`config.mk`:
```
export PLATFORM = sky130hd
export DESIGN_NAME = timed_fault_tag_table_top
export DESIGN_NICKNAME = d
export VERILOG_FILES = /design/src/sv/ftt_pkg.sv /design/src/sv/ftt_mem.sv /design/src/sv/ftt_ctrl.sv /design/src/sv/timed_fault_tag_table_top.sv
export SDC_FILE = /design/constraint.sdc
export NUM_CORES = 2
export LEC_CHECK = 0
export BUFFER_PORTS_ARGS = -buffer_cell sky130_fd_sc_hd__buf_2
export CORE_AREA = 3 3 846 427
export CTS_CLUSTER_SIZE = 30
export DETAILED_ROUTE_END_ITERATION = 10
export DIE_AREA = 0 0 849 430
export PLACE_DENSITY = 0.49
export SYNTH_ARGS = -nofsm -noshare
export SYNTH_HDL_FRONTEND = slang
export SYNTH_SLANG_ARGS = --single-unit
export TNS_END_PERCENT = 20
```
`constraint.sdc`:
```
create_clock -name clk -period 28.5 [get_ports clk]
set_clock_uncertainty 0.15 [all_clocks]
set_input_delay 1.425 -clock clk [delete_from_list [all_inputs] [get_ports clk]]
set_output_delay 1.425 -clock clk [all_outputs]
set_load 0.01 [all_outputs]
```
`src/sv/ftt_pkg.sv`:
```
// ----------------------------------------------------------------------------
// ftt_pkg
// Shared types and constants for the timed fault tag table.
// ----------------------------------------------------------------------------
package ftt_pkg;

  localparam int unsigned TAG_W  = 24;
  localparam int unsigned CYC_W  = 32;
  localparam int unsigned SLOT_W = 5;
  localparam int unsigned USED_W = 6;
  localparam int unsigned STAT_W = 3;

  // Tags below this value are reserved and never reported as open.
  localparam logic [TAG_W-1:0] MIN_TAG = 24'h000100;

  typedef enum logic [1:0] {
    CMD_OPEN       = 2'd0,
    CMD_CLOSE      = 2'd1,
    CMD_QUERY      = 2'd2,
    CMD_CLOSE_STEP = 2'd3
  } cmd_t;

  typedef enum logic [STAT_W-1:0] {
    ST_OK        = 3'd0,
    ST_FULL      = 3'd1,
    ST_NOT_FOUND = 3'd2,
    ST_BAD_TAG   = 3'd3,
    ST_CANCELLED = 3'd4,
    ST_CLOSED    = 3'd5
  } status_t;

  // One table entry as it is kept in memory.
  typedef struct packed {
    logic [TAG_W-1:0] tag;
    logic             open;
    logic [CYC_W-1:0] open_cycle;
    logic [CYC_W-1:0] countdown;
    logic             armed;
  } entry_t;

endpackage

```
`src/sv/ftt_mem.sv`:
```
// ----------------------------------------------------------------------------
// ftt_mem
// Entry store: one write port, one read port with registered read data.
// ----------------------------------------------------------------------------
module ftt_mem #(
  parameter int unsigned DEPTH = 32,
  parameter int unsigned AW    = 5
) (
  input  logic            clk,
  input  logic [AW-1:0]   rd_addr,
  output ftt_pkg::entry_t rd_data,
  input  logic            wr_en,
  input  logic [AW-1:0]   wr_addr,
  input  ftt_pkg::entry_t wr_data
);

  ftt_pkg::entry_t mem [DEPTH];
  ftt_pkg::entry_t rd_data_r;

  always_ff @(posedge clk) begin
    if (wr_en) begin
      mem[wr_addr] <= wr_data;
    end
    rd_data_r <= mem[rd_addr];
  end

  assign rd_data = rd_data_r;

endmodule

```
`src/sv/ftt_ctrl.sv`:
```
// ----------------------------------------------------------------------------
// ftt_ctrl
// Command sequencer: scans the entry store for a tag, then reads, modifies
// and writes back the matching entry, appends an unknown tag on open, or moves the last entry on delete.
// ----------------------------------------------------------------------------
module ftt_ctrl #(
  parameter int unsigned DEPTH = 32
) (
  input  logic                          clk,
  input  logic                          rst_n,
  input  logic                          start,
  output logic                          busy,
  input  logic [1:0]                    in_cmd,
  input  logic [ftt_pkg::TAG_W-1:0]     in_tag,
  input  logic [ftt_pkg::CYC_W-1:0]     in_cycle_value,
  input  logic [ftt_pkg::CYC_W-1:0]     in_now,
  output logic                          out_valid,
  output logic                          out_is_open,
  output logic [ftt_pkg::STAT_W-1:0]    out_status,
  output logic [ftt_pkg::SLOT_W-1:0]    out_slot,
  output logic [ftt_pkg::USED_W-1:0]    out_entries_used,
  output logic [$clog2(DEPTH)-1:0]      mem_rd_addr,
  input  ftt_pkg::entry_t               mem_rd_data,
  output logic                          mem_wr_en,
  output logic [$clog2(DEPTH)-1:0]      mem_wr_addr,
  output ftt_pkg::entry_t               mem_wr_data
);

  localparam int unsigned IW = $clog2(DEPTH);
  localparam int unsigned CW = $clog2(DEPTH + 1);

  typedef enum logic [2:0] {
    S_IDLE,
    S_SCAN,
    S_ACT,
    S_LAST,
    S_MOVE
  } state_t;

  state_t                       state_r;
  ftt_pkg::cmd_t                cmd_r;
  logic [ftt_pkg::TAG_W-1:0]    tag_r;
  logic [ftt_pkg::CYC_W-1:0]    val_r;
  logic [ftt_pkg::CYC_W-1:0]    now_r;
  logic [CW-1:0]                used_r;
  logic [CW-1:0]                issue_r;
  logic                         pend_vld_r;
  logic [IW-1:0]                pend_idx_r;
  logic                         hit_r;
  logic [IW-1:0]                slot_r;
  ftt_pkg::entry_t              rec_r;
  logic                         out_valid_r;
  logic                         out_is_open_r;
  ftt_pkg::status_t             out_status_r;
  logic [IW-1:0]                out_slot_r;

  ftt_pkg::cmd_t                in_cmd_e;
  logic                         match;
  logic [IW-1:0]                last_idx;
  logic                         open_ok;
  logic [ftt_pkg::CYC_W-1:0]    cnt_sel;
  ftt_pkg::entry_t              new_rec;

  assign in_cmd_e = ftt_pkg::cmd_t'(in_cmd);
  assign match    = pend_vld_r && (mem_rd_data.tag == tag_r);
  assign last_idx = IW'(used_r - CW'(1));
  assign open_ok  = (tag_r >= ftt_pkg::MIN_TAG) && rec_r.open && (rec_r.open_cycle <= now_r);
  // A countdown that is not yet armed starts from the given length.
  assign cnt_sel  = rec_r.armed ? rec_r.countdown : val_r;

  always_comb begin
    new_rec            = rec_r;
    new_rec.tag        = tag_r;
    new_rec.open       = 1'b1;
    new_rec.open_cycle = val_r;
    new_rec.countdown  = '0;
    new_rec.armed      = 1'b0;
  end

  always_comb begin
    mem_rd_addr = issue_r[IW-1:0];
    mem_wr_en   = 1'b0;
    mem_wr_addr = slot_r;
    mem_wr_data = rec_r;
    case (state_r)
      S_LAST: begin
        mem_rd_addr = last_idx;
      end
      S_MOVE: begin
        mem_wr_en   = 1'b1;
        mem_wr_data = mem_rd_data;
      end
      S_ACT: begin
        case (cmd_r)
          ftt_pkg::CMD_OPEN: begin
            mem_wr_en = 1'b1;
            if (hit_r) begin
              mem_wr_data.open       = 1'b1;
              mem_wr_data.open_cycle = val_r;
            end else begin
              mem_wr_addr = used_r[IW-1:0];
              mem_wr_data = new_rec;
            end
          end
          ftt_pkg::CMD_CLOSE_STEP: begin
            if (!open_ok) begin
              mem_wr_en         = rec_r.armed;
              mem_wr_data.armed = 1'b0;
            end else begin
              mem_wr_en = 1'b1;
              if (cnt_sel == '0) begin
                mem_wr_data.open      = 1'b0;
                mem_wr_data.armed     = 1'b0;
                mem_wr_data.countdown = cnt_sel;
              end else begin
                mem_wr_data.armed     = 1'b1;
                mem_wr_data.countdown = cnt_sel - 32'd1;
              end
            end
          end
          default: begin
            mem_wr_en = 1'b0;
          end
        endcase
      end
      default: begin
        mem_wr_en = 1'b0;
      end
    endcase
  end

  always_ff @(posedge clk) begin
    if (!rst_n) begin
      state_r     <= S_IDLE;
      used_r      <= '0;
      issue_r     <= '0;
      pend_vld_r  <= 1'b0;
      out_valid_r <= 1'b0;
    end else begin
      out_valid_r <= 1'b0;
      case (state_r)
        S_IDLE: begin
          if (start) begin
            cmd_r         <= in_cmd_e;
            tag_r         <= in_tag;
            val_r         <= in_cycle_value;
            now_r         <= in_now;
            issue_r       <= '0;
            pend_vld_r    <= 1'b0;
            out_is_open_r <= 1'b0;
            out_slot_r    <= '0;
            if (in_cmd_e == ftt_pkg::CMD_OPEN && used_r == CW'(DEPTH)) begin
              out_valid_r  <= 1'b1;
              out_status_r <= ftt_pkg::ST_FULL;
            end else if (in_cmd_e == ftt_pkg::CMD_QUERY && in_tag < ftt_pkg::MIN_TAG) begin
              out_valid_r  <= 1'b1;
              out_status_r <= ftt_pkg::ST_BAD_TAG;
            end else begin
              state_r <= S_SCAN;
            end
          end
        end
        S_SCAN: begin
          // Reads are issued one slot ahead of the compare.
          if (issue_r < used_r) begin
            issue_r    <= issue_r + CW'(1);
            pend_vld_r <= 1'b1;
            pend_idx_r <= issue_r[IW-1:0];
          end else begin
            pend_vld_r <= 1'b0;
          end
          if (match) begin
            hit_r  <= 1'b1;
            slot_r <= pend_idx_r;
            rec_r  <= mem_rd_data;
            if (cmd_r == ftt_pkg::CMD_CLOSE) begin
              if (pend_idx_r != last_idx) begin
                state_r <= S_LAST;
              end else begin
                used_r       <= used_r - CW'(1);
                out_valid_r  <= 1'b1;
                out_status_r <= ftt_pkg::ST_OK;
                out_slot_r   <= pend_idx_r;
                state_r      <= S_IDLE;
              end
            end else begin
              state_r <= S_ACT;
            end
          end else if (!pend_vld_r && issue_r >= used_r) begin
            if (cmd_r == ftt_pkg::CMD_OPEN) begin
              hit_r   <= 1'b0;
              state_r <= S_ACT;
            end else begin
              out_valid_r  <= 1'b1;
              out_status_r <= ftt_pkg::ST_NOT_FOUND;
              state_r      <= S_IDLE;
            end
          end
        end
        S_ACT: begin
          out_valid_r  <= 1'b1;
          out_status_r <= ftt_pkg::ST_OK;
          out_slot_r   <= slot_r;
          state_r      <= S_IDLE;
          case (cmd_r)
            ftt_pkg::CMD_OPEN: begin
              if (!hit_r) begin
                used_r     <= used_r + CW'(1);
                out_slot_r <= used_r[IW-1:0];
              end
            end
            ftt_pkg::CMD_QUERY: begin
              out_is_open_r <= rec_r.open && (rec_r.open_cycle <= now_r);
            end
            ftt_pkg::CMD_CLOSE_STEP: begin
              out_is_open_r <= open_ok;
              if (!open_ok) begin
                if (rec_r.armed) begin
                  out_status_r <= ftt_pkg::ST_CANCELLED;
                end
              end else if (cnt_sel == '0) begin
                out_status_r <= ftt_pkg::ST_CLOSED;
              end
            end
            default: begin
              out_status_r <= ftt_pkg::ST_OK;
            end
          endcase
        end
        S_LAST: begin
          state_r <= S_MOVE;
        end
        S_MOVE: begin
          used_r       <= used_r - CW'(1);
          out_valid_r  <= 1'b1;
          out_status_r <= ftt_pkg::ST_OK;
          out_slot_r   <= slot_r;
          state_r      <= S_IDLE;
        end
        default: begin
          state_r <= S_IDLE;
        end
      endcase
    end
  end

  assign busy             = (state_r != S_IDLE);
  assign out_valid        = out_valid_r;
  assign out_is_open      = out_is_open_r;
  assign out_status       = out_status_r;
  assign out_slot         = ftt_pkg::SLOT_W'(out_slot_r);
  // The count only changes when an item finishes, so it is stable while shown.
  assign out_entries_used = ftt_pkg::USED_W'(used_r);

endmodule

```
`src/sv/timed_fault_tag_table_top.sv`:
```
// ----------------------------------------------------------------------------
// timed_fault_tag_table_top
// Table of fault-injection tags with timed open and countdown close.
// ----------------------------------------------------------------------------
//
//   channel   ports                                      handshake
//   -------   -----------------------------------------  -------------------
//   input     in_cmd, in_tag, in_cycle_value, in_now     start high, busy low
//   result    out_is_open, out_status, out_slot,         out_valid, 1 cycle
//             out_entries_used
//
// How long an item takes is set by the linear tag scan through the single read
// port of the entry store, so it grows with the slot of the tag that is found.
// A delete of any entry but the last also reads the last entry and moves it
// into the freed slot before its result is shown.
// Reset is synchronous; the entry store needs no clearing pass.
// The receiver cannot stall: each result is shown for exactly one cycle.
//
module timed_fault_tag_table_top #(
  parameter int unsigned TABLE_DEPTH = 32
) (
  input  logic                          clk,
  input  logic                          rst_n,
  input  logic                          start,
  output logic                          busy,
  input  logic [1:0]                    in_cmd,
  input  logic [ftt_pkg::TAG_W-1:0]     in_tag,
  input  logic [ftt_pkg::CYC_W-1:0]     in_cycle_value,
  input  logic [ftt_pkg::CYC_W-1:0]     in_now,
  output logic                          out_valid,
  output logic                          out_is_open,
  output logic [ftt_pkg::STAT_W-1:0]    out_status,
  output logic [ftt_pkg::SLOT_W-1:0]    out_slot,
  output logic [ftt_pkg::USED_W-1:0]    out_entries_used
);

  localparam int unsigned IW = $clog2(TABLE_DEPTH);

  logic [IW-1:0]   mem_rd_addr;
  ftt_pkg::entry_t mem_rd_data;
  logic            mem_wr_en;
  logic [IW-1:0]   mem_wr_addr;
  ftt_pkg::entry_t mem_wr_data;

  ftt_ctrl #(
    .DEPTH (TABLE_DEPTH)
  ) u_ctrl (
    .clk              (clk),
    .rst_n            (rst_n),
    .start            (start),
    .busy             (busy),
    .in_cmd           (in_cmd),
    .in_tag           (in_tag),
    .in_cycle_value   (in_cycle_value),
    .in_now           (in_now),
    .out_valid        (out_valid),
    .out_is_open      (out_is_open),
    .out_status       (out_status),
    .out_slot         (out_slot),
    .out_entries_used (out_entries_used),
    .mem_rd_addr      (mem_rd_addr),
    .mem_rd_data      (mem_rd_data),
    .mem_wr_en        (mem_wr_en),
    .mem_wr_addr      (mem_wr_addr),
    .mem_wr_data      (mem_wr_data)
  );

  ftt_mem #(
    .DEPTH (TABLE_DEPTH),
    .AW    (IW)
  ) u_mem (
    .clk     (clk),
    .rd_addr (mem_rd_addr),
    .rd_data (mem_rd_data),
    .wr_en   (mem_wr_en),
    .wr_addr (mem_wr_addr),
    .wr_data (mem_wr_data)
  );

endmodule

```
; Word-level counts from Yosys, hierarchy flattened
; Memories as Yosys holds them, arrays and structs flattened. A register that Yosys moved wholly into a read port is not among the register bits.
; Cells that the tools add are included.
[classes]
n_reduce_logical = 31
order_cmp = 5
n_addsub = 4
n_eq_ne = 26
div = 0
n_shift = 0
n_mul = 0
bitwise_logic = 0
n_mux = 74
[ops]
columns = operator, count
row1 = 90-bit case mux with 2 select lines, 1
row2 = 32-bit 2-to-1 mux, 3
row3 = 33-bit 2-to-1 mux, 2
row4 = 33-bit case mux with 2 select lines, 1
row5 = 3-bit 2-to-1 mux, 17
row6 = 24-bit 2-to-1 mux, 2
row7 = 6-bit 2-to-1 mux, 7
row8 = 5-bit 2-to-1 mux, 8
row9 = 32-bit less-or-equal comparator, 1
row10 = 32-bit logical NOT, 1
row11 = 32-bit by 1-bit subtractor with 32-bit output (second input constant), 1
row12 = 24-bit == test, 1
row13 = 24-bit by 9-bit >= comparator with 1-bit output (second input constant), 1
row14 = 24-bit by 9-bit less-than comparator with 1-bit output (second input constant), 1
row15 = 5-bit case mux with 4 select lines, 1
row16 = 1-bit 2-to-1 mux, 18
row17 = 6-bit case mux with 3 select lines, 1
row18 = 6-bit by 1-bit adder with 6-bit output (second input constant), 2
row19 = 1-bit case mux with 2 select lines, 6
row20 = 3-bit case mux with 4 select lines, 1
row21 = 6-bit case mux with 2 select lines, 1
row22 = 3-bit AND reduction, 4
row23 = 4-bit AND reduction, 3
row24 = 6-bit AND reduction, 2
row25 = other kinds (28), 54
[word_totals]
out_inout_bits = 17
rom_bits = 0
reg_bits = 217
inputBits = 93
latchBits = 0
ram_bits = 2880
mem_count = 1
[memory_table]
columns = memory, depth, width, rd, rd_clocked_by_memory_dff, wr, line_no
row1 = u_mem.mem, 32, 90, 1, 1, 1, ftt_mem.sv:17  ; ftt_pkg::entry_t mem [DEPTH];

; Logic depth before layout (Yosys ltp)
[depth]
depth_word = 8
depth_mapped = 15
ltp_nobuf = 10

; Hierarchy
; A second synthesis with hierarchy kept.
[hier_totals]
hier_cells = 6404
area_unflattened_um2 = 123259.5
[modules_own_cells]
columns = mod, cells_each, n_inst, area_per_inst_um2
row1 = ftt_mem, 5264, 1, 111166.6
row2 = ftt_ctrl, 1140, 1, 12092.8

; Worst setup path before layout
; No wires, ideal clock.
[synth_path]
kind = reg-to-reg
startpoint = register u_ctrl.rec_r[46] (netlist bit)
endpoint = memory u_mem.mem[31][0] (netlist bit), enable pin
stages_incl_launch_ff = 11
arrival_time_ns = 8.469
path_slack_ns = 19.232
n_path_buf = 1
path_cell_list = edfxtp_1 ha_1 a21o_1 a21o_1 a221o_1 o31ai_1 nand3b_1 inv_1 o41ai_1 clkbuf_1 nor3_1
[synth_via]
elab_chain_cells = 7
[synth_rtl]
columns = element, line_no
row1 = start: declaration, ftt_ctrl.sv:51  ; ftt_pkg::entry_t rec_r;
row2 = start signal: assignment, ftt_ctrl.sv:175  ; rec_r <= mem_rd_data;
row3 = 32-bit less-or-equal comparator, ftt_ctrl.sv:67  ; assign open_ok = (tag_r >= ftt_pkg::MIN_TAG) && rec_r.open && (rec_r.open_cycle <= now_r);
row4 = 1-bit logical AND, ftt_ctrl.sv:67
row5 = 1-bit 2-to-1 mux, ftt_ctrl.sv:106  ; if (!open_ok) begin
row6 = 1-bit case mux with 2 select lines, ftt_ctrl.sv:94  ; case (cmd_r)
row7 = 1-bit case mux with 2 select lines, ftt_ctrl.sv:85  ; case (state_r)
row8 = 1-bit 2-to-1 mux, ftt_mem.sv:21  ; if (wr_en) begin
row9 = 1-bit 2-to-1 mux (not written as such), ftt_mem.sv:22  ; mem[wr_addr] <= wr_data;
row10 = end: declaration, ftt_mem.sv:17
; Every way passes these cells.

; Worst setup path after layout
[layout_path]
startpoint = register u_ctrl.state_r[0]
endpoint = register u_mem.rd_data[85] (netlist name)
[layout_via]
elab_chain_cells = 2
[layout_rtl]
columns = element, line_no
row1 = start: declaration, ftt_ctrl.sv:40  ; state_t state_r;
row2 = start signal: assignment, ftt_ctrl.sv:134  ; state_r <= S_IDLE;
row3 = start signal: assignment, ftt_ctrl.sv:159  ; state_r <= S_SCAN;
row4 = start signal: assignment, ftt_ctrl.sv:178  ; state_r <= S_LAST;
row5 = 3-bit by 2-bit == test with 1-bit output, ftt_ctrl.sv:85
row6 = 5-bit 2-to-1 mux, ftt_ctrl.sv:85
; Every way passes these cells.
; A chain may end at the register's enable or synchronous reset.

==> impl_metrics.yaml <==
outcome:
  status: "finished, final reports clean"
clocking:
  postCtsSetupBuffers: 0
  cts.sink_count: 3187
  clk_latency_ns: 0.91
  cts_tree: "done"
  cts_buffer_depth: 4
  cts_resized: 0
  hold_buffers: 0
  cts_root_buf: "clkbuf_16"
  h-tree-depth: 5
  clkTransAtPathRegs_ns: 0.06
  cts_buffers: 307
logic_synthesis:
  syn_inst: 5927
  synthFlopType: "edfxtp_1"
  ys_ff_latch: 3187
  ys.warnings.count: 0
  synthArstFlopShare_pct: 0
  yosysSeqAreaShare_pct: 76.4
  synth.distinct_cells: 71
  synth.largest_area_cell: "edfxtp_1"
  syn_area_um2: 124000
  synthTopCellsByArea: "edfxtp_1 (75%), mux4_2 (13%), dfxtp_1 (1.7%)"
  syn_avg_cell_area_um2: 20.9
  synth_common_cells: "edfxtp_1 (3080), mux4_2 (720), nand2_1 (267), mux2i_1 (208), mux2_2 (182)"
  yosysMostFrequentCell: "edfxtp_1"
  synth_edf_count: 3080
  synth_top_area_share_pct: 74.7
  synth_fp_nets: 6066
place:
  numPortBuffers: 109
  placed_cell_area_um2: 131000
  dpl.hpwl_um: 185000
  dp_cells: 10641
  gp_congestion: 0.841
worst_setup_path:
  required_ns: 29.07
  crit_slowest_cell: "o21ai_4"
  cp-end-kind: "flip-flop"
  critPathMaxFanout: 114
  arrival_ns: 6.66
  crit_chain: "nand3b_1 > o21ai_4 > buf_4 > buf_12 > buf_4 > mux4_2 > mux2_2 > o211ai_1 > o21ai_0"
  crit_type: "reg -> reg"
  worst_path_largest_cell_delay_ns: 1.13
  crit_path_start_kind: "flip-flop"
  critPathMostFrequentCell: "buf_4"
routing:
  vias: 62037
  dr.pass1.iters: 7
  wl_per_cell_um: 31.8
  vias_per_cell: 5.54
  wirelength_um: 356000
  antenna_left: 0
  drc: 0
  drt_iter0_markers: 6506
die:
  die_area_um2: 365000
  die_y_um: 430
  core_area_um2: 353000
  boundaryPins: 110
  rows: 154
  die_w_um: 849
  start_util_pct: 35.1
timing:
  tns_ns: 0
  setup-violations-final: 0
  rsz0062_at_grt: "no"
  final_max_slew_viol_count: 0
  hold_viol: 0
  maxSlewHeadroom_pct: 13.9
  holdWs_ns: 0.282
  worst_pin_slew_ns: 1.29
  fmax_mhz: 164
  period_share_pct: 21.4
  min_period_ns: 6.10
min_path:
  hp-class: "reg -> reg"
finish:
  fill_cells: 31367
  area_growth_pct: 13.6
  num-nets-final: 6331
  final_area_um2: 141000
  layoutNonFillerInstCount: 11196
  multi_input_area_um2: 28000
  seqCellArea_um2: 94600
  layout-drive-gt1-share_pct: 26.0
power_and_ir_drop:
  finalPower_mw: 9.26
  p_leak_nw: 43.7
  ir_drop_mv: 0.0445
  power_density_nw_per_um2: 65.8
global_route:
  grt_overflow: 0
  grt_antenna_before_repair: 7
  grt_usage_pct: 19.0
  grt_max_degree: 115
  grt_pass1_wl_um: 498000
  first_global_vias: 63484
job:
  drv_cap: 0
==> critical path: cells and delay by family (launching register included) <==
kind / cells / cell delay, ns
flip-flops: 1 / 0.51
AO/OA/AOI/OAI: 3 / 1.56
multiplexers: 2 / 0.68
AND/OR/NAND/NOR: 1 / 0.58
buffers and inverters: 3 / 2.24
==> cells by family (layout without fill, tap and decap cells) <==
family                     count (synthesis)  in the layout  synth area share (%)
AOI/OAI and AO/OA                        512            512                  2.64
xor gates and xnor gates                  72             72                 0.531
adders and majority gates                 47             47                 0.473
buffers and inverters                    370            877                  1.23
DFF                                     3187           3187                  76.4
muxes                                   1110           1110                  16.4
other                                      0              4                     0
and+or+nand+nor                          629            629                  2.30
==> cells in the final DEF, fill, tap and decap left out, types with 46 or more instances in the layout <==
master / netlist / routed
nor2_1: 163 / 160
clkbuf_1: 166 / 77
clkbuf_16: 0 / 317
a22oi_1: 76 / 76
xnor2_1: 51 / 51
buf_2: 100 / 109
mux4_2: 720 / 720
o211ai_1: 94 / 94
inv_1: 54 / 54
a21oi_1: 135 / 132
dfxtp_1: 107 / 107
o21ai_0: 125 / 117
nand2_1: 267 / 267
mux2_2: 182 / 182
mux2i_1: 208 / 208
clkinv_1: 0 / 46
buf_4: 0 / 142
clkinv_2: 0 / 47
edfxtp_1: 3080 / 3080
ha_1: 46 / 46
==> routing by layer <==
layer,vias up,wire (um),share of wire (%),global-route usage (%)
li1,25119,-,-,-
met1,34286,158000,44,27.6
met2,2139,167000,47,30.4
met3,491,21100,5.9,2.76
met4,2,9480,2.7,4.72
met5,-,13,0.0037,0
==> state kept, by name, summed over array words and instances (netlist names), 2 cells and up <==
name / flops
u_ctrl.slot_r: 5
u_ctrl.state_r: 3
u_ctrl.out_status: 3
u_ctrl.now_r: 32
u_ctrl.tag_r: 24
u_ctrl.cmd_r: 2
u_ctrl.pend_idx_r: 5
u_ctrl.out_slot: 5
u_ctrl.val_r: 32
u_mem.rd_data: 90
u_ctrl.out_entries_used: 6
u_mem.mem: 2880
u_ctrl.rec_r: 90
u_ctrl.issue_r: 6
==> where the power goes <==
| part | total, mW | internal (mW) | switching, mW |
|---|---|---|---|
| Clock | 4.08 | 2.31 | 1.77 |
| Sequential | 5.09 | 5.08 | 0.0170 |
| Combinational | 0.0942 | 0.0376 | 0.0566 |
==> final timing paths <==
check	startpoint	end	slack [ns]	depth (start not counted)
worst min-delay path	u_mem.rd_data[63]$_DFF_P_	u_ctrl.rec_r[63]$_DFFE_PP_	0.28	0
worst max register to register	u_ctrl.state_r[0]$_SDFFE_PN0P_	u_mem.rd_data[85]$_DFF_P_	22.40	9
worst max-delay path	u_ctrl.state_r[0]$_SDFFE_PN0P_	u_mem.rd_data[85]$_DFF_P_	22.40	9
worst min register to register	u_mem.rd_data[63]$_DFF_P_	u_ctrl.rec_r[63]$_DFFE_PP_	0.28	0
==> area by class of cell <==
type	instances	share of cell area (%)
antenna	4	0.00711
clock buffer	404	5.94
clock inverter	147	1.04
inverter	54	0.144
multi-input combinational	2370	19.9
sequential	3187	67.3
tap	4758	4.23
timing repair buffer	272	1.44
==> metrics by stage <==
step | worst slack [ns] | utilization, %
5_1_grt | 21.96 | 39.9
4_1_cts | 22.30 | 39.9
6_report | 22.40 | 39.9
3_3_place_gp | 22.36 | 37.1
3_5_place_dp | 22.28 | 37.1
2_1_floorplan | 19.23 | -
No activity file was read; power rests on OpenSTA's default activity.
